[src/hdl/pes_to_ts_packetizer_unit_macros.svh]
// assertion macros shared by the packetizer rtl
// expects clk and rst_n in scope wherever a macro is used
`ifndef PES_TO_TS_PACKETIZER_UNIT_MACROS_SVH
`define PES_TO_TS_PACKETIZER_UNIT_MACROS_SVH

`ifndef SYNTHESIS
// condition holds at every clock edge outside reset
`define P2TS_ASSERT_ALWAYS(name, expr) \
    name: assert property (@(posedge clk) disable iff (!rst_n) (expr)) \
        else $error("p2ts check failed");
// antecedent implies consequent in the same cycle
`define P2TS_ASSERT_IMPLY(name, ante, cons) \
    name: assert property (@(posedge clk) disable iff (!rst_n) (ante) |-> (cons)) \
        else $error("p2ts check failed");
// antecedent implies consequent in the next cycle
`define P2TS_ASSERT_NEXT(name, ante, cons) \
    name: assert property (@(posedge clk) disable iff (!rst_n) (ante) |=> (cons)) \
        else $error("p2ts check failed");
`else
`define P2TS_ASSERT_ALWAYS(name, expr)
`define P2TS_ASSERT_IMPLY(name, ante, cons)
`define P2TS_ASSERT_NEXT(name, ante, cons)
`endif

`endif

[src/hdl/p2ts_pkg.sv]
// types, constants and descriptor layout for the transport packetizer
// no dependencies
`default_nettype none

package p2ts_pkg;

    // sizes
    localparam int NUM_STREAMS = 16;
    localparam int SLOT_W      = $clog2(NUM_STREAMS);
    localparam int LENGTH_BITS = 24;
    localparam int PID_W       = 13;
    localparam int DTS_W       = 42;
    localparam int PCR_W       = 33;
    localparam int CC_W        = 4;

    // operation codes of an input word
    localparam logic OP_START = 1'b0;
    localparam logic OP_DATA  = 1'b1;

    // packet constants
    localparam logic [7:0] SYNC_BYTE    = 8'h47;
    localparam logic [7:0] PAYLOAD_FULL = 8'd184;
    localparam logic [7:0] PAYLOAD_PCR  = 8'd176;
    localparam logic [7:0] AF_LEN_PCR   = 8'd7;
    localparam logic [7:0] AF_FLAG_PCR  = 8'h10;
    localparam logic [7:0] AF_FLAG_NONE = 8'h00;
    localparam logic [7:0] STUFF_BYTE   = 8'hff;
    localparam logic [7:0] ZERO_BYTE    = 8'h00;
    localparam logic [1:0] AFC_BOTH     = 2'b11;
    localparam logic [1:0] AFC_PAYLOAD  = 2'b01;

    // pcr: ((dts*9) >> 2) times ceil(2^49 / 25), quotient taken from bit 49 up,
    // one 32x32 partial product a cycle
    localparam int PCR_DIVISOR = 100;
    localparam int PCR_YW      = DTS_W + 2;
    localparam int PCR_MW      = 45;
    localparam int PCR_AW      = PCR_YW + PCR_MW;
    localparam int PCR_SHIFT   = 49;
    localparam logic [PCR_MW-1:0] PCR_RECIP = 45'd22517998136853;
    localparam int PCR_STEPS   = 4;
    localparam int PCR_CW      = $clog2(PCR_STEPS + 1);

    // descriptor queue
    localparam int FIFO_DEPTH = 16;
    localparam int FIFO_AW    = $clog2(FIFO_DEPTH);

    typedef logic [SLOT_W-1:0]      slot_t;
    typedef logic [PID_W-1:0]       pid_t;
    typedef logic [LENGTH_BITS-1:0] len_t;
    typedef logic [DTS_W-1:0]       dts_t;
    typedef logic [PCR_W-1:0]       pcr_t;
    typedef logic [CC_W-1:0]        cc_t;

    // one accepted payload byte, with the header of its packet if it opens one
    typedef struct packed {
        logic [7:0] data_byte;
        logic       pkt_end;
        logic       pkt_begin;
        logic       first;
        pid_t       pid;
        cc_t        cc;
        logic       adapt;
        logic       stamped;
        logic [7:0] stuffing;
        pcr_t       pcr;
    } desc_t;

    typedef struct packed {
        logic  push;
        desc_t desc;
    } fifo_wr_t;

    typedef struct packed {
        logic busy;
        pcr_t pcr;
    } pcr_stat_t;

endpackage

`default_nettype wire

[src/hdl/p2ts_ifs.sv]
// valid/ready channel interfaces for pes input words and ts output words
// depends on p2ts_pkg
`default_nettype none

interface p2ts_in_if;
    logic                valid;
    logic                ready;
    logic                operation;
    p2ts_pkg::slot_t     stream_slot;
    p2ts_pkg::pid_t      pid;
    p2ts_pkg::len_t      pes_length;
    p2ts_pkg::dts_t      dts;
    logic                has_duration;
    logic [7:0]          data_byte;

    modport source (
        output valid, operation, stream_slot, pid, pes_length, dts, has_duration,
               data_byte,
        input  ready
    );
    modport sink (
        input  valid, operation, stream_slot, pid, pes_length, dts, has_duration,
               data_byte,
        output ready
    );
endinterface

interface p2ts_out_if;
    logic       valid;
    logic       ready;
    logic [7:0] out_byte;
    logic [7:0] repeat_count;
    logic       packet_end;
    logic       last_of_run;

    modport source (
        output valid, out_byte, repeat_count, packet_end, last_of_run,
        input  ready
    );
    modport sink (
        input  valid, out_byte, repeat_count, packet_end, last_of_run,
        output ready
    );
endinterface

`default_nettype wire

[src/hdl/p2ts_pcr_div.sv]
// pcr unit: (dts * 9) / 100 mod 2^33 by reciprocal multiplication
// depends on p2ts_pkg and the assertion macro header
`default_nettype none
`include "pes_to_ts_packetizer_unit_macros.svh"

module p2ts_pcr_div (
    input  logic                 clk,
    input  logic                 rst_n,
    input  logic                 start,
    input  p2ts_pkg::dts_t       dts,
    output p2ts_pkg::pcr_stat_t  stat
);
    import p2ts_pkg::*;

    // step codes, counted down from the start
    localparam logic [PCR_CW-1:0] STEP_LL = PCR_CW'(4);
    localparam logic [PCR_CW-1:0] STEP_LH = PCR_CW'(3);
    localparam logic [PCR_CW-1:0] STEP_HL = PCR_CW'(2);
    localparam logic [PCR_CW-1:0] STEP_HH = PCR_CW'(1);

    logic [DTS_W+3:0]  x9;
    logic [PCR_YW-1:0] y_reg;
    logic [PCR_AW-1:0] acc_reg;
    logic [PCR_CW-1:0] cnt_reg;
    logic [31:0]       y_lo, y_hi, m_lo, m_hi;
    logic [31:0]       op_a, op_b;
    logic [63:0]       prod;
    logic [PCR_AW-1:0] addend;

    // dividend is dts times nine; dividing by four first leaves a division by 25
    assign x9 = {1'b0, dts, 3'b000} + {4'b0000, dts};

    // operand halves
    assign y_lo = y_reg[31:0];
    assign y_hi = 32'(y_reg[PCR_YW-1:32]);
    assign m_lo = PCR_RECIP[31:0];
    assign m_hi = 32'(PCR_RECIP[PCR_MW-1:32]);

    // operands of this step's partial product
    always_comb
    begin
        unique case (cnt_reg)
            STEP_LL:
            begin
                op_a = y_lo;
                op_b = m_lo;
            end
            STEP_LH:
            begin
                op_a = y_lo;
                op_b = m_hi;
            end
            STEP_HL:
            begin
                op_a = y_hi;
                op_b = m_lo;
            end
            STEP_HH:
            begin
                op_a = y_hi;
                op_b = m_hi;
            end
            default:
            begin
                op_a = '0;
                op_b = '0;
            end
        endcase
    end

    assign prod = op_a * op_b;

    // partial product aligned to its weight
    always_comb
    begin
        unique case (cnt_reg) inside
            STEP_LL:          addend = PCR_AW'(prod);
            STEP_LH, STEP_HL: addend = PCR_AW'({prod, 32'h0});
            STEP_HH:          addend = PCR_AW'({prod, 64'h0});
            default:          addend = '0;
        endcase
    end

    // step count
    always_ff @(posedge clk or negedge rst_n)
    begin
        if (!rst_n)
            cnt_reg <= '0;
        else if (start)
            cnt_reg <= PCR_CW'(PCR_STEPS);
        else if (cnt_reg != '0)
            cnt_reg <= cnt_reg - 1'b1;
    end

    // datapath
    always_ff @(posedge clk)
    begin
        if (start)
        begin
            y_reg   <= x9[DTS_W+3:2];
            acc_reg <= '0;
        end
        else if (cnt_reg != '0)
        begin
            acc_reg <= acc_reg + addend;
        end
    end

    assign stat.busy = (cnt_reg != '0);
    assign stat.pcr  = acc_reg[PCR_SHIFT +: PCR_W];

    `P2TS_ASSERT_NEXT(a_busy_after_start, start, cnt_reg == PCR_CW'(PCR_STEPS))
    `P2TS_ASSERT_ALWAYS(a_cnt_range, cnt_reg <= PCR_CW'(PCR_STEPS))

endmodule

`default_nettype wire

[src/hdl/p2ts_front.sv]
// input side: pes state, continuity counter memory and descriptor building
// depends on p2ts_pkg, p2ts_ifs, p2ts_pcr_div and the assertion macro header
`default_nettype none
`include "pes_to_ts_packetizer_unit_macros.svh"

module p2ts_front (
    input  logic               clk,
    input  logic               rst_n,
    p2ts_in_if.sink            pes_in,
    input  logic               fifo_full,
    output p2ts_pkg::fifo_wr_t wr
);
    import p2ts_pkg::*;

    // continuity counter memory, valid bit per entry stands for the reset zero
    cc_t                   cc_mem [NUM_STREAMS];
    logic [NUM_STREAMS-1:0] cc_vld_reg;
    cc_t                   cc_rdata_reg;
    logic                  cc_rvld_reg;

    // pes state
    slot_t      slot_reg;
    pid_t       pid_reg;
    len_t       br_reg, br_next;
    logic [7:0] plb_reg, plb_next;
    logic       dts_nz_reg;
    logic       first_reg, first_next;
    logic       open_reg, open_next;
    logic       cc_load_reg, cc_load_next;
    cc_t        cc_reg, cc_next;

    pcr_stat_t  pcr_stat;
    dts_t       eff_dts;

    logic       accept, start_go, data_go, pkt_begin, stamped, short_pkt, adapt;
    logic [7:0] payload, copy_len, stuffing, plb_after;
    len_t       br_after;
    cc_t        cc_cur, cc_inc;

    assign accept   = pes_in.valid && pes_in.ready;
    assign start_go = accept && (pes_in.operation == OP_START);
    assign data_go  = accept && (pes_in.operation == OP_DATA) && open_reg;

    // a zero stamp on a pes with duration counts as one
    assign eff_dts = (pes_in.dts == '0 && pes_in.has_duration) ? DTS_W'(1) : pes_in.dts;

    p2ts_pcr_div u_pcr (
        .clk   (clk),
        .rst_n (rst_n),
        .start (start_go && (eff_dts != '0)),
        .dts   (eff_dts),
        .stat  (pcr_stat)
    );

    assign pes_in.ready = !fifo_full && !pcr_stat.busy;

    // counter of the open slot: straight from memory right after a start
    assign cc_cur = cc_load_reg ? (cc_rvld_reg ? cc_rdata_reg : '0) : cc_reg;
    assign cc_inc = cc_cur + 1'b1;

    // packet geometry
    assign pkt_begin = (plb_reg == '0);
    assign stamped   = first_reg && dts_nz_reg;
    assign payload   = stamped ? PAYLOAD_PCR : PAYLOAD_FULL;
    assign short_pkt = br_reg < {{(LENGTH_BITS-8){1'b0}}, payload};
    assign copy_len  = short_pkt ? br_reg[7:0] : payload;
    assign stuffing  = payload - copy_len;
    assign adapt     = stamped || short_pkt;
    assign plb_after = (pkt_begin ? copy_len : plb_reg) - 8'd1;
    assign br_after  = br_reg - 1'b1;

    // next state
    always_comb
    begin
        br_next      = br_reg;
        plb_next     = plb_reg;
        first_next   = first_reg;
        open_next    = open_reg;
        cc_load_next = cc_load_reg;
        cc_next      = cc_reg;
        if (start_go)
        begin
            br_next      = pes_in.pes_length;
            plb_next     = '0;
            first_next   = 1'b1;
            open_next    = (pes_in.pes_length != '0);
            cc_load_next = 1'b1;
        end
        else if (data_go)
        begin
            br_next  = br_after;
            plb_next = plb_after;
            if (pkt_begin)
            begin
                first_next   = 1'b0;
                cc_load_next = 1'b0;
                cc_next      = cc_inc;
            end
            if (br_after == '0)
            begin
                open_next = 1'b0;
                plb_next  = '0;
            end
        end
    end

    always_ff @(posedge clk or negedge rst_n)
    begin
        if (!rst_n)
        begin
            br_reg      <= '0;
            plb_reg     <= '0;
            first_reg   <= 1'b0;
            open_reg    <= 1'b0;
            cc_load_reg <= 1'b0;
            cc_reg      <= '0;
            slot_reg    <= '0;
            pid_reg     <= '0;
            dts_nz_reg  <= 1'b0;
            cc_vld_reg  <= '0;
            cc_rvld_reg <= 1'b0;
        end
        else
        begin
            br_reg      <= br_next;
            plb_reg     <= plb_next;
            first_reg   <= first_next;
            open_reg    <= open_next;
            cc_load_reg <= cc_load_next;
            cc_reg      <= cc_next;
            if (start_go)
            begin
                slot_reg    <= pes_in.stream_slot;
                pid_reg     <= pes_in.pid;
                dts_nz_reg  <= (eff_dts != '0);
                cc_rvld_reg <= cc_vld_reg[pes_in.stream_slot];
            end
            if (data_go && pkt_begin)
                cc_vld_reg[slot_reg] <= 1'b1;
        end
    end

    // memory port: read on start, write back at each packet header
    always_ff @(posedge clk)
    begin
        if (data_go && pkt_begin)
            cc_mem[slot_reg] <= cc_inc;
        if (start_go)
            cc_rdata_reg <= cc_mem[pes_in.stream_slot];
    end

    // descriptor towards the queue
    always_comb
    begin
        wr.push           = data_go;
        wr.desc.data_byte = pes_in.data_byte;
        wr.desc.pkt_end   = (plb_after == '0);
        wr.desc.pkt_begin = pkt_begin;
        wr.desc.first     = first_reg;
        wr.desc.pid       = pid_reg;
        wr.desc.cc        = cc_cur;
        wr.desc.adapt     = adapt;
        wr.desc.stamped   = stamped;
        wr.desc.stuffing  = stuffing;
        wr.desc.pcr       = pcr_stat.pcr;
    end

    `P2TS_ASSERT_IMPLY(a_closed_idle, !open_reg, br_reg == '0 && plb_reg == '0)
    `P2TS_ASSERT_ALWAYS(a_plb_range, plb_reg <= PAYLOAD_FULL)

endmodule

`default_nettype wire

[src/hdl/p2ts_fifo.sv]
// descriptor queue in a synchronous memory, head word prefetched into the read register
// depends on p2ts_pkg and the assertion macro header
`default_nettype none
`include "pes_to_ts_packetizer_unit_macros.svh"

module p2ts_fifo (
    input  logic               clk,
    input  logic               rst_n,
    input  p2ts_pkg::fifo_wr_t wr,
    output logic               full,
    input  logic               pop,
    output logic               head_valid,
    output p2ts_pkg::desc_t    head
);
    import p2ts_pkg::*;

    desc_t               mem [FIFO_DEPTH];
    desc_t               head_reg;
    logic                head_valid_reg;
    logic [FIFO_AW-1:0]  wr_ptr_reg, rd_ptr_reg;
    logic [FIFO_AW:0]    cnt_reg;
    logic                rd_en;

    // prefetch whenever a word is stored and the head register is free or being taken
    assign rd_en = (cnt_reg != '0) && (!head_valid_reg || pop);
    assign full  = (cnt_reg == (FIFO_AW + 1)'(FIFO_DEPTH));

    always_ff @(posedge clk or negedge rst_n)
    begin
        if (!rst_n)
        begin
            wr_ptr_reg     <= '0;
            rd_ptr_reg     <= '0;
            cnt_reg        <= '0;
            head_valid_reg <= 1'b0;
        end
        else
        begin
            if (wr.push)
                wr_ptr_reg <= wr_ptr_reg + 1'b1;
            if (rd_en)
                rd_ptr_reg <= rd_ptr_reg + 1'b1;
            cnt_reg <= cnt_reg + (FIFO_AW + 1)'(wr.push) - (FIFO_AW + 1)'(rd_en);
            if (rd_en)
                head_valid_reg <= 1'b1;
            else if (pop)
                head_valid_reg <= 1'b0;
        end
    end

    // memory ports
    always_ff @(posedge clk)
    begin
        if (wr.push)
            mem[wr_ptr_reg] <= wr.desc;
        if (rd_en)
            head_reg <= mem[rd_ptr_reg];
    end

    assign head_valid = head_valid_reg;
    assign head       = head_reg;

    `P2TS_ASSERT_IMPLY(a_no_push_full, wr.push, !full)
    `P2TS_ASSERT_IMPLY(a_pop_head, pop, head_valid_reg)

endmodule

`default_nettype wire

[src/hdl/p2ts_expand.sv]
// output sequencer: turns one descriptor into header, adaptation field and payload words
// depends on p2ts_pkg, p2ts_ifs and the assertion macro header
`default_nettype none
`include "pes_to_ts_packetizer_unit_macros.svh"

module p2ts_expand (
    input  logic            clk,
    input  logic            rst_n,
    input  logic            head_valid,
    input  p2ts_pkg::desc_t head,
    output logic            pop,
    p2ts_out_if.source      ts_out
);
    import p2ts_pkg::*;

    localparam logic [3:0] PH_START    = 4'd0;
    localparam logic [3:0] PH_SYNC     = 4'd1;
    localparam logic [3:0] PH_PID_HI   = 4'd2;
    localparam logic [3:0] PH_PID_LO   = 4'd3;
    localparam logic [3:0] PH_CC       = 4'd4;
    localparam logic [3:0] PH_AF_LEN   = 4'd5;
    localparam logic [3:0] PH_AF_FLAGS = 4'd6;
    localparam logic [3:0] PH_PCR0     = 4'd7;
    localparam logic [3:0] PH_PCR1     = 4'd8;
    localparam logic [3:0] PH_PCR2     = 4'd9;
    localparam logic [3:0] PH_PCR3     = 4'd10;
    localparam logic [3:0] PH_PCR4     = 4'd11;
    localparam logic [3:0] PH_PCR_EXT  = 4'd12;
    localparam logic [3:0] PH_STUFF    = 4'd13;
    localparam logic [3:0] PH_DATA     = 4'd14;

    logic [3:0] phase_reg, phase_next, cur_phase, after_phase;
    logic       out_valid_reg;
    logic [7:0] byte_reg, rep_reg;
    logic       end_reg, last_reg;
    logic [7:0] res_byte, res_rep;
    logic       load;

    assign load      = head_valid && (!out_valid_reg || ts_out.ready);
    assign cur_phase = (phase_reg == PH_START) ? (head.pkt_begin ? PH_SYNC : PH_DATA)
                                               : phase_reg;

    // word of the current phase and the phase after it
    always_comb
    begin
        res_byte    = ZERO_BYTE;
        res_rep     = 8'd1;
        after_phase = PH_DATA;
        unique case (cur_phase)
            PH_SYNC:
            begin
                res_byte    = SYNC_BYTE;
                after_phase = PH_PID_HI;
            end
            PH_PID_HI:
            begin
                res_byte    = {1'b0, head.first, 1'b0, head.pid[PID_W-1:8]};
                after_phase = PH_PID_LO;
            end
            PH_PID_LO:
            begin
                res_byte    = head.pid[7:0];
                after_phase = PH_CC;
            end
            PH_CC:
            begin
                res_byte    = {2'b00, head.adapt ? AFC_BOTH : AFC_PAYLOAD, head.cc};
                after_phase = head.adapt ? PH_AF_LEN : PH_DATA;
            end
            PH_AF_LEN:
            begin
                res_byte    = head.stamped ? (AF_LEN_PCR + head.stuffing)
                                           : (head.stuffing - 8'd1);
                after_phase = (head.stamped || head.stuffing > 8'd1) ? PH_AF_FLAGS : PH_DATA;
            end
            PH_AF_FLAGS:
            begin
                res_byte = head.stamped ? AF_FLAG_PCR : AF_FLAG_NONE;
                if (head.stamped)
                    after_phase = PH_PCR0;
                else
                    after_phase = (head.stuffing > 8'd2) ? PH_STUFF : PH_DATA;
            end
            PH_PCR0:
            begin
                res_byte    = head.pcr[32:25];
                after_phase = PH_PCR1;
            end
            PH_PCR1:
            begin
                res_byte    = head.pcr[24:17];
                after_phase = PH_PCR2;
            end
            PH_PCR2:
            begin
                res_byte    = head.pcr[16:9];
                after_phase = PH_PCR3;
            end
            PH_PCR3:
            begin
                res_byte    = head.pcr[8:1];
                after_phase = PH_PCR4;
            end
            PH_PCR4:
            begin
                res_byte    = {head.pcr[0], 7'b0000000};
                after_phase = PH_PCR_EXT;
            end
            PH_PCR_EXT:
            begin
                res_byte    = ZERO_BYTE;
                after_phase = (head.stuffing != '0) ? PH_STUFF : PH_DATA;
            end
            PH_STUFF:
            begin
                res_byte    = STUFF_BYTE;
                res_rep     = head.stamped ? head.stuffing : (head.stuffing - 8'd2);
                after_phase = PH_DATA;
            end
            PH_DATA:
            begin
                res_byte    = head.data_byte;
                after_phase = PH_START;
            end
            default:
            begin
                res_byte    = ZERO_BYTE;
                after_phase = PH_START;
            end
        endcase
    end

    assign pop        = load && (cur_phase == PH_DATA);
    assign phase_next = load ? after_phase : phase_reg;

    always_ff @(posedge clk or negedge rst_n)
    begin
        if (!rst_n)
        begin
            phase_reg     <= PH_START;
            out_valid_reg <= 1'b0;
        end
        else
        begin
            phase_reg <= phase_next;
            if (load)
                out_valid_reg <= 1'b1;
            else if (ts_out.ready)
                out_valid_reg <= 1'b0;
        end
    end

    // output word register
    always_ff @(posedge clk)
    begin
        if (load)
        begin
            byte_reg <= res_byte;
            rep_reg  <= res_rep;
            end_reg  <= (cur_phase == PH_DATA) && head.pkt_end;
            last_reg <= (cur_phase == PH_DATA);
        end
    end

    assign ts_out.valid        = out_valid_reg;
    assign ts_out.out_byte     = byte_reg;
    assign ts_out.repeat_count = rep_reg;
    assign ts_out.packet_end   = end_reg;
    assign ts_out.last_of_run  = last_reg;

    `P2TS_ASSERT_IMPLY(a_phase_holds_head, phase_reg != PH_START, head_valid)

endmodule

`default_nettype wire

[src/hdl/pes_to_ts_packetizer_unit.sv]
// pes to transport stream packetizer, top level
// input: one word a cycle while the 16-entry descriptor queue has room; a start word with a
//   timestamp holds ready low while the pcr unit runs (one partial product a cycle)
// output: one word a cycle while fed and ready; a packet's first byte yields 5 to 14 words,
//   so the output port sets the sustained rate; the first word passes the queue memory, its
//   head register and the output word register; reset: asynchronous, clears pes state, pcr
//   step count, queue, output sequencer and continuity valid bits at once, no sweep
`default_nettype none

module pes_to_ts_packetizer_unit (
    input  logic        clk,
    input  logic        rst_n,
    p2ts_in_if.sink     pes_in,
    p2ts_out_if.source  ts_out
);
    import p2ts_pkg::*;

    fifo_wr_t wr;
    logic     fifo_full;
    logic     pop;
    logic     head_valid;
    desc_t    head;

    // pes state and header building
    p2ts_front u_front (
        .clk       (clk),
        .rst_n     (rst_n),
        .pes_in    (pes_in),
        .fifo_full (fifo_full),
        .wr        (wr)
    );

    // descriptor queue absorbing header bursts
    p2ts_fifo u_fifo (
        .clk        (clk),
        .rst_n      (rst_n),
        .wr         (wr),
        .full       (fifo_full),
        .pop        (pop),
        .head_valid (head_valid),
        .head       (head)
    );

    // word sequencer and output register
    p2ts_expand u_expand (
        .clk        (clk),
        .rst_n      (rst_n),
        .head_valid (head_valid),
        .head       (head),
        .pop        (pop),
        .ts_out     (ts_out)
    );

endmodule

`default_nettype wire
[src/flat_wrapper.sv]
// flat-port wrapper written by rule: the top's interface ports become plain ports
module pes_to_ts_packetizer_unit_flat import p2ts_pkg::*;
  (clk, rst_n, pes_in_valid, pes_in_operation, pes_in_stream_slot, pes_in_pid, pes_in_pes_length, pes_in_dts, pes_in_has_duration, pes_in_data_byte, pes_in_ready, ts_out_valid, ts_out_out_byte, ts_out_repeat_count, ts_out_packet_end, ts_out_last_of_run, ts_out_ready);
  p2ts_in_if pes_in_i ();
  p2ts_out_if ts_out_i ();
  input  logic clk;
  input  logic rst_n;
  input wire logic [$bits(pes_in_i.valid)-1:0] pes_in_valid;
  input wire logic [$bits(pes_in_i.operation)-1:0] pes_in_operation;
  input wire logic [$bits(pes_in_i.stream_slot)-1:0] pes_in_stream_slot;
  input wire logic [$bits(pes_in_i.pid)-1:0] pes_in_pid;
  input wire logic [$bits(pes_in_i.pes_length)-1:0] pes_in_pes_length;
  input wire logic [$bits(pes_in_i.dts)-1:0] pes_in_dts;
  input wire logic [$bits(pes_in_i.has_duration)-1:0] pes_in_has_duration;
  input wire logic [$bits(pes_in_i.data_byte)-1:0] pes_in_data_byte;
  output wire logic [$bits(pes_in_i.ready)-1:0] pes_in_ready;
  output wire logic [$bits(ts_out_i.valid)-1:0] ts_out_valid;
  output wire logic [$bits(ts_out_i.out_byte)-1:0] ts_out_out_byte;
  output wire logic [$bits(ts_out_i.repeat_count)-1:0] ts_out_repeat_count;
  output wire logic [$bits(ts_out_i.packet_end)-1:0] ts_out_packet_end;
  output wire logic [$bits(ts_out_i.last_of_run)-1:0] ts_out_last_of_run;
  input wire logic [$bits(ts_out_i.ready)-1:0] ts_out_ready;
  assign pes_in_i.valid = pes_in_valid;
  assign pes_in_i.operation = pes_in_operation;
  assign pes_in_i.stream_slot = pes_in_stream_slot;
  assign pes_in_i.pid = pes_in_pid;
  assign pes_in_i.pes_length = pes_in_pes_length;
  assign pes_in_i.dts = pes_in_dts;
  assign pes_in_i.has_duration = pes_in_has_duration;
  assign pes_in_i.data_byte = pes_in_data_byte;
  assign pes_in_ready = pes_in_i.ready;
  assign ts_out_valid = ts_out_i.valid;
  assign ts_out_out_byte = ts_out_i.out_byte;
  assign ts_out_repeat_count = ts_out_i.repeat_count;
  assign ts_out_packet_end = ts_out_i.packet_end;
  assign ts_out_last_of_run = ts_out_i.last_of_run;
  assign ts_out_i.ready = ts_out_ready;
  pes_to_ts_packetizer_unit u_core (.clk(clk), .rst_n(rst_n), .pes_in(pes_in_i), .ts_out(ts_out_i));
endmodule
[config.mk]
export PLATFORM = sky130hd
export DESIGN_NAME = pes_to_ts_packetizer_unit_flat
export DESIGN_NICKNAME = d
export VERILOG_FILES = /design/src/hdl/p2ts_pkg.sv /design/src/hdl/p2ts_ifs.sv /design/src/hdl/p2ts_pcr_div.sv /design/src/hdl/p2ts_front.sv /design/src/hdl/p2ts_fifo.sv /design/src/hdl/p2ts_expand.sv /design/src/hdl/pes_to_ts_packetizer_unit.sv /design/src/flat_wrapper.sv
export VERILOG_INCLUDE_DIRS = /design/src /design/src/hdl
export SDC_FILE = /design/constraint.sdc
export NUM_CORES = 2
export LEC_CHECK = 0
export ABC_AREA = 1
export BUFFER_PORTS_ARGS = -buffer_cell sky130_fd_sc_hd__buf_2
export CELL_PAD_IN_SITES_DETAIL_PLACEMENT = 0
export CELL_PAD_IN_SITES_GLOBAL_PLACEMENT = 1
export CORE_ASPECT_RATIO = 0.75
export CORE_UTILIZATION = 25
export DETAILED_ROUTE_END_ITERATION = 10
export PLACE_DENSITY = 0.47
export SETUP_SLACK_MARGIN = 0.5
export SYNTH_ARGS = -nofsm -noshare
export SYNTH_HDL_FRONTEND = slang
export SYNTH_SLANG_ARGS = --single-unit
[constraint.sdc]
create_clock -name clk -period 13.2 [get_ports clk]
set_clock_uncertainty 0.15 [all_clocks]
set_input_delay 0.66 -clock clk [delete_from_list [all_inputs] [get_ports clk]]
set_output_delay 0.66 -clock clk [all_outputs]
set_load 0.02 [all_outputs]
# After elaboration in Yosys (flattened, before gate mapping)
# Memories as Yosys holds them, arrays and structs flattened. A register that Yosys moved wholly into a read port is not among the register bits.
# Index checks and enable logic that the tools add are counted.
totals:
  reg_bits: 246
  latch_bits: 0
  ram_bits: 1200
  romBits: 0
  inputBits: 97
  out_inout_bits: 20
  wordCells: 161
  mem_count: 2
memory_table:
  columns: ["memory", "words", "width", "read_ports", "rd_clocked_by_memory_dff", "wr", "line_no", "text"]
  rows:
  - ["u_core.u_fifo.mem", 16, 71, 1, 1, 1, "p2ts_fifo.sv:17", "desc_t mem [FIFO_DEPTH];"]
  - ["u_core.u_front.cc_mem", 16, 4, 1, 1, 1, "p2ts_front.sv:16", "cc_t cc_mem [NUM_STREAMS];"]
classes:
  add_sub_neg: 14
  multipliers: 1
  div_mod_pow: 0
  magnitude_cmp: 6
  n_eq_ne: 19
  shifts: 0
  n_mux: 47
  bitwise: 3
  n_reduce_logical: 46
op_table:
  columns: ["operator", "n"]
  rows:
  - ["89-bit one-hot mux with 3 select lines", 1]
  - ["32-bit one-hot mux with 2 select lines", 2]
  - ["8-bit one-hot mux with 13 select lines", 1]
  - ["89-bit adder", 1]
  - ["32-bit by 32-bit multiplier with 64-bit output", 1]
  - ["8-bit 2-to-1 mux", 7]
  - ["4-bit one-hot mux with 13 select lines", 1]
  - ["24-bit 2-to-1 mux", 2]
  - ["45-bit by 42-bit adder with 46-bit output", 1]
  - ["42-bit logical NOT", 1]
  - ["42-bit 2-to-1 mux", 1]
  - ["42-bit nonzero test", 1]
  - ["4-bit 2-to-1 mux", 8]
  - ["4-bit equality test (second input constant)", 7]
  - ["24-bit logical NOT", 1]
  - ["24-bit by 8-bit less-than comparator with 1-bit output", 1]
  - ["24-bit nonzero test", 1]
  - ["24-bit by 1-bit subtractor with 24-bit output (second input constant)", 1]
  - ["4-bit by 3-bit equality test with 1-bit output (second input constant)", 4]
  - ["8-bit logical NOT", 2]
  - ["1-bit 2-to-1 mux", 16]
  - ["16-bit OR", 1]
  - ["8-bit by 1-bit subtractor with 8-bit output (second input constant)", 2]
  - ["1-bit logical AND", 14]
  - ["other kinds (33)", 58]

# Longest topological paths before layout
logic_depth:
  word_depth: 9
  ltp_mapped: 59

# By module
# From an unflattened synthesis, not the netlist that was laid out.
unflattened:
  cells_unflattened: 10670
  area_unflattened_um2: 97115.6
by_module_without_submodules:
  columns: ["mod", "n_inst", "cells_each", "area_per_inst_um2", "seq_area_each_um2"]
  rows:
  - ["p2ts_fifo", 1, 4589, 50165.6, 36595.1]
  - ["p2ts_pcr_div", 1, 4886, 37365.8, 3037.9]
  - ["p2ts_front", 1, 886, 7492.2, 3868.7]
  - ["p2ts_expand", 1, 309, 2092.0, 665.6]

# Worst setup path after synthesis
# Ideal clock, no wire load.
synth_path:
  path_kind: "register to register"
  from: "register u_core.u_front.u_pcr.cnt_reg[0]"
  to: "register u_core.u_front.u_pcr.acc_reg[75]"
  arrival_time_ns: 9.276
  path_slack_ns: 3.658
  stages_incl_launch_ff: 53
  n_path_buf: 2
  path_cell_list: "dfrtp_1 -> inv_1 -> ha_1 -> nand2_1 -> clkinv_1 -> a21oi_1 -> buf_2 -> buf_2 -> nor2_1 -> inv_1 -> fa_1 -> inv_1 -> fa_1 -> fa_1 -> fa_1 -> inv_1 -> fa_1 -> inv_1 -> (+17 left out) -> nand2_1 -> or2_2 -> nand3_1 -> o21ai_0 -> ha_1 -> nand2_1 -> nor2_1 -> inv_1 -> nor2_1 -> inv_1 -> nor2_1 -> inv_1 -> nor3_1 -> nand3b_1 -> nand4_1 -> nand3_1 -> o211ai_1 -> inv_1"
synth_via:
  elab_chain_cells: 6
synth_rtl:
  columns: ["element", "line_no", "text"]
  rows:
  - ["start: declaration", "p2ts_pcr_div.sv:24", "logic [PCR_CW-1:0] cnt_reg;"]
  - ["start signal: assignment", "p2ts_pcr_div.sv:90", "cnt_reg <= PCR_CW'(PCR_STEPS);"]
  - ["start signal: assignment", "p2ts_pcr_div.sv:92", "cnt_reg <= cnt_reg - 1'b1;"]
  - ["3-bit by 1-bit equality test with 1-bit output (tied with other cells)", "p2ts_pcr_div.sv:42", "unique case (cnt_reg)"]
  - ["2-bit OR reduction (no line) or 1-bit logical NOT (tied branches)", null, null]
  - ["32-bit one-hot mux with 2 select lines or 1-bit logical AND (tied branches)", "p2ts_pcr_div.sv:42, p2ts_front.sv:55", null]
  - ["32-bit by 32-bit multiplier with 64-bit output or 1-bit logical AND (tied branches)", "p2ts_pcr_div.sv:71, p2ts_front.sv:40", null]
  - ["89-bit one-hot mux with 3 select lines or 1-bit logical AND (tied branches)", "p2ts_pcr_div.sv:76, p2ts_front.sv:41", null]
  - ["89-bit adder or 1-bit logical AND (tied branches)", "p2ts_pcr_div.sv:105, p2ts_front.sv:50", null]
  - ["end signal: assignment", "p2ts_pcr_div.sv:105", "acc_reg <= acc_reg + addend;"]
  - ["end: declaration", "p2ts_pcr_div.sv:23", "logic [PCR_AW-1:0] acc_reg;"]
# Several ways; a longest one is shown, not always the timed one.
# A chain may end at the register's enable or synchronous reset.

# Worst setup path in the final report
layout_path:
  from: "register u_core.u_front.u_pcr.cnt_reg[1]"
  to: "register u_core.u_front.u_pcr.acc_reg[65]"
# Same word-level chain as after synthesis.

==> results.cfg <==
[floorplan]
die_y_um = 529
start_util_pct = 25.1
die_x_um = 705
io_pins = 117
core_area_um2 = 369000
die_area_um2 = 373000
fp-row-count = 193

[logic_synthesis]
syn-num-nets = 10500
synth_edf_count = 1337
avgSynthCellArea_um2 = 10.0
synth.yosys.seq_area_share_pct = 47.7
synth_top_flop_cell = edfxtp_1
synthTopCellsByCount = nand2_1 (1440), inv_1 (1359), edfxtp_1 (1337)
yosysMostFrequentCell = nand2_1
post-synth-top-area-fraction_pct = 43.4
ys_ff_latch = 1514
synth-async-reset-ratio_pct = 6.27
synth_top_area_cell = edfxtp_1
synth_area_leaders = edfxtp_1 (43%), fa_1 (12%), ha_1 (7.8%), nand2_1 (5.8%), inv_1 (5.5%)
synth_cell_types = 65
netlist_instances = 9256
yosysWarnings = 0
netlist_area_um2 = 92600

[worst_hold_path]
hp-class = in -> reg
whs_path_depth = 2

[timing]
fin_setup_tns_ns = 0
rsz0062_at_grt = false
relSlewSlack_pct = 8.64
worst_slack_ns = 1.09
period_minus_slack_ns = 12.11
maxSlewViolCount = 0
worst_pin_slew_ns = 1.36
timing.final.crit_share_pct = 91.7
timing.fmax_ghz = 0.0826
finalSetupViolCount = 0
final_hold_viol_count = 0

[clock_tree]
insertion_delay_ns = 0.89
clkTransAtPathRegs_ns = 0.06
cts_tree = done
clock_sinks = 1514
ctsLongestPathBuffers = 4
numCtsBuffers = 175
h-tree-depth = 4
root_buffer = clkbuf_16

[route]
vias_per_cell = 4.75
num_vias = 69200
ant_nets = 0
wl_um = 363000
drtPass1Iterations = 8
drc = 2
drt_iter0_markers = 6753
routedWlPerCell_um = 24.9

[global_route]
grt_max_degree = 163
grt_pass1_wl_um = 515000
grt_antenna_before_repair = 35
use_met3_pct = 5.10
use_met2_pct = 25.5
top_usage_layer = met1
grt_pass1_vias = 68900
groute.layer.met1.usage_pct = 30.3
track_usage_pct = 19.0
gr-total-overflow = 0

[finish]
fillers = 38700
drive_gt1_share_pct = 8.57
largest_reg_flops = 1136
nNetsFinal = 10800
seqCellArea_um2 = 44200
layout-area-overhead-vs-synth_pct = 15.1
multiInputGateArea_um2 = 42200
utilization_pct = 28.9

[run_status]
status = finished, violations left
violations = DRC

[critical_path]
cp_slowest_cell = fa_1
cp-start-kind = register
crit_fanout = 14
slowest_delay_ns = 0.57
cp-end-kind = register
path_buf_inv = 11
cp_top_family = adder cells
crit_type = reg -> reg
path_common_cell = nand2_1
crit_cells = 44
cp.arrival_ns = 12.65
critPathRequiredTime_ns = 13.75
r2r_cells = 44

[placement]
portBuffers = 116
dp_hpwl_um = 261000
pre_cts_ws_ns = 0.409
globalplace.congestion = 0.908

[run]
drv_cap = 0
cell families (layout without fill, tap and decap cells):
family / after synthesis / count (layout) / synth area share [%]
and+or+nand+nor: 3056 / 3056 / 13.7
buffers and inverters: 1715 / 2155 / 7.03
AOI/OAI and AO/OA: 1688 / 1688 / 10.5
DFF: 1514 / 1514 / 47.7
adders and majority gates: 1118 / 1118 / 19.5
xor gates and xnor gates: 151 / 151 / 1.43
muxes: 14 / 14 / 0.151
other: 0 / 2 / 0
layout make-up:
cell class,instances,area share [%]
flip-flops and latches,1514,41.4
multi-input cells,6027,39.6
well taps,4875,5.72
inverters,1378,4.89
clock buffers,221,4.39
repair buffers,462,3.21
clock inverters,94,0.778
diodes,2,0.00469
worst register-to-register path, delay by kind of cell, from the launching register on:
kind            cells  cell delay [ns]
fa+ha+maj          11             4.96
simple gates       18             3.63
buf+inv            11             1.79
compound gates      4             1.06
flops               1             0.38
repair_timing:
item | 4_1_cts | 5_1_grt
resized for setup | 2 | 20
hold endpoints to repair | 185 | 0
endpoints found under the setup margin | 8 | 42
buffers inserted | 0 | 13
hold buffers | 48 | 0
cells in the final DEF (no fill, tap or decap), drive strengths merged, types with 31 or more instances in the layout:
cell,netlist,routed
a21oi,509,509
a221oi,92,92
a31oi,31,31
buf,68,414
clkbuf,269,221
clkinv,6,72
dfrtp,95,95
dfxtp,82,82
dlygate4sd3,0,48
edfxtp,1337,1337
fa,537,537
ha,581,581
inv,1372,1374
nand2,1456,1456
nand3,334,334
nand4,112,112
nor2,1013,1013
nor3,52,52
o21ai,707,707
o21bai,31,31
o221ai,74,74
o22ai,121,121
or2,41,41
xnor2,62,62
xor2,89,89
layer usage:
| metal | vias to the layer above | part of all wire [%] |
|---|---|---|
| li1 | 31900 | - |
| met1 | 34900 | 52 |
| met2 | 2059 | 38 |
| met3 | 274 | 8.3 |
| met4 | 12 | 1.4 |
| met5 | - | 0.096 |
per-stage QoR:
step,cells,hold WS [ns],area [um^2]
floorplan,9256,0.214,92600
global placement,14200,0.298,100000
detailed placement,14200,0.294,100000
CTS,14600,0.00237,106000
global route,14600,0.0487,107000
finish,14600,0.0666,107000
path summary, 6_finish.rpt:
path / from / endpoint / slack, ns
worst max-delay path: u_core.u_front.u_pcr.cnt_reg[1]$_DFFE_PN0P_ / u_core.u_front.u_pcr.acc_reg[65]$_SDFFE_PP0P_ / 1.09
worst min-delay path: pes_in_dts[3] / u_core.u_front.u_pcr.y_reg[1]$_DFFE_PP_ / 0.07
worst max register to register: u_core.u_front.u_pcr.cnt_reg[1]$_DFFE_PN0P_ / u_core.u_front.u_pcr.acc_reg[65]$_SDFFE_PP0P_ / 1.09
worst min register to register: u_core.u_front.cc_vld_reg[6]$_DFFE_PN0P_ / u_core.u_front.cc_vld_reg[6]$_DFFE_PN0P_ / 0.31
max in group asynchronous: rst_n / u_core.u_front.cc_vld_reg[3]$_DFFE_PN0P_ / 11.30
min in group asynchronous: rst_n / u_core.u_front.pid_reg[7]$_DFFE_PN0P_ / 0.23
Power is left out: the tool's default activity adds up to more than one toggle a clock period on the data nets, which glitch-free logic cannot reach.
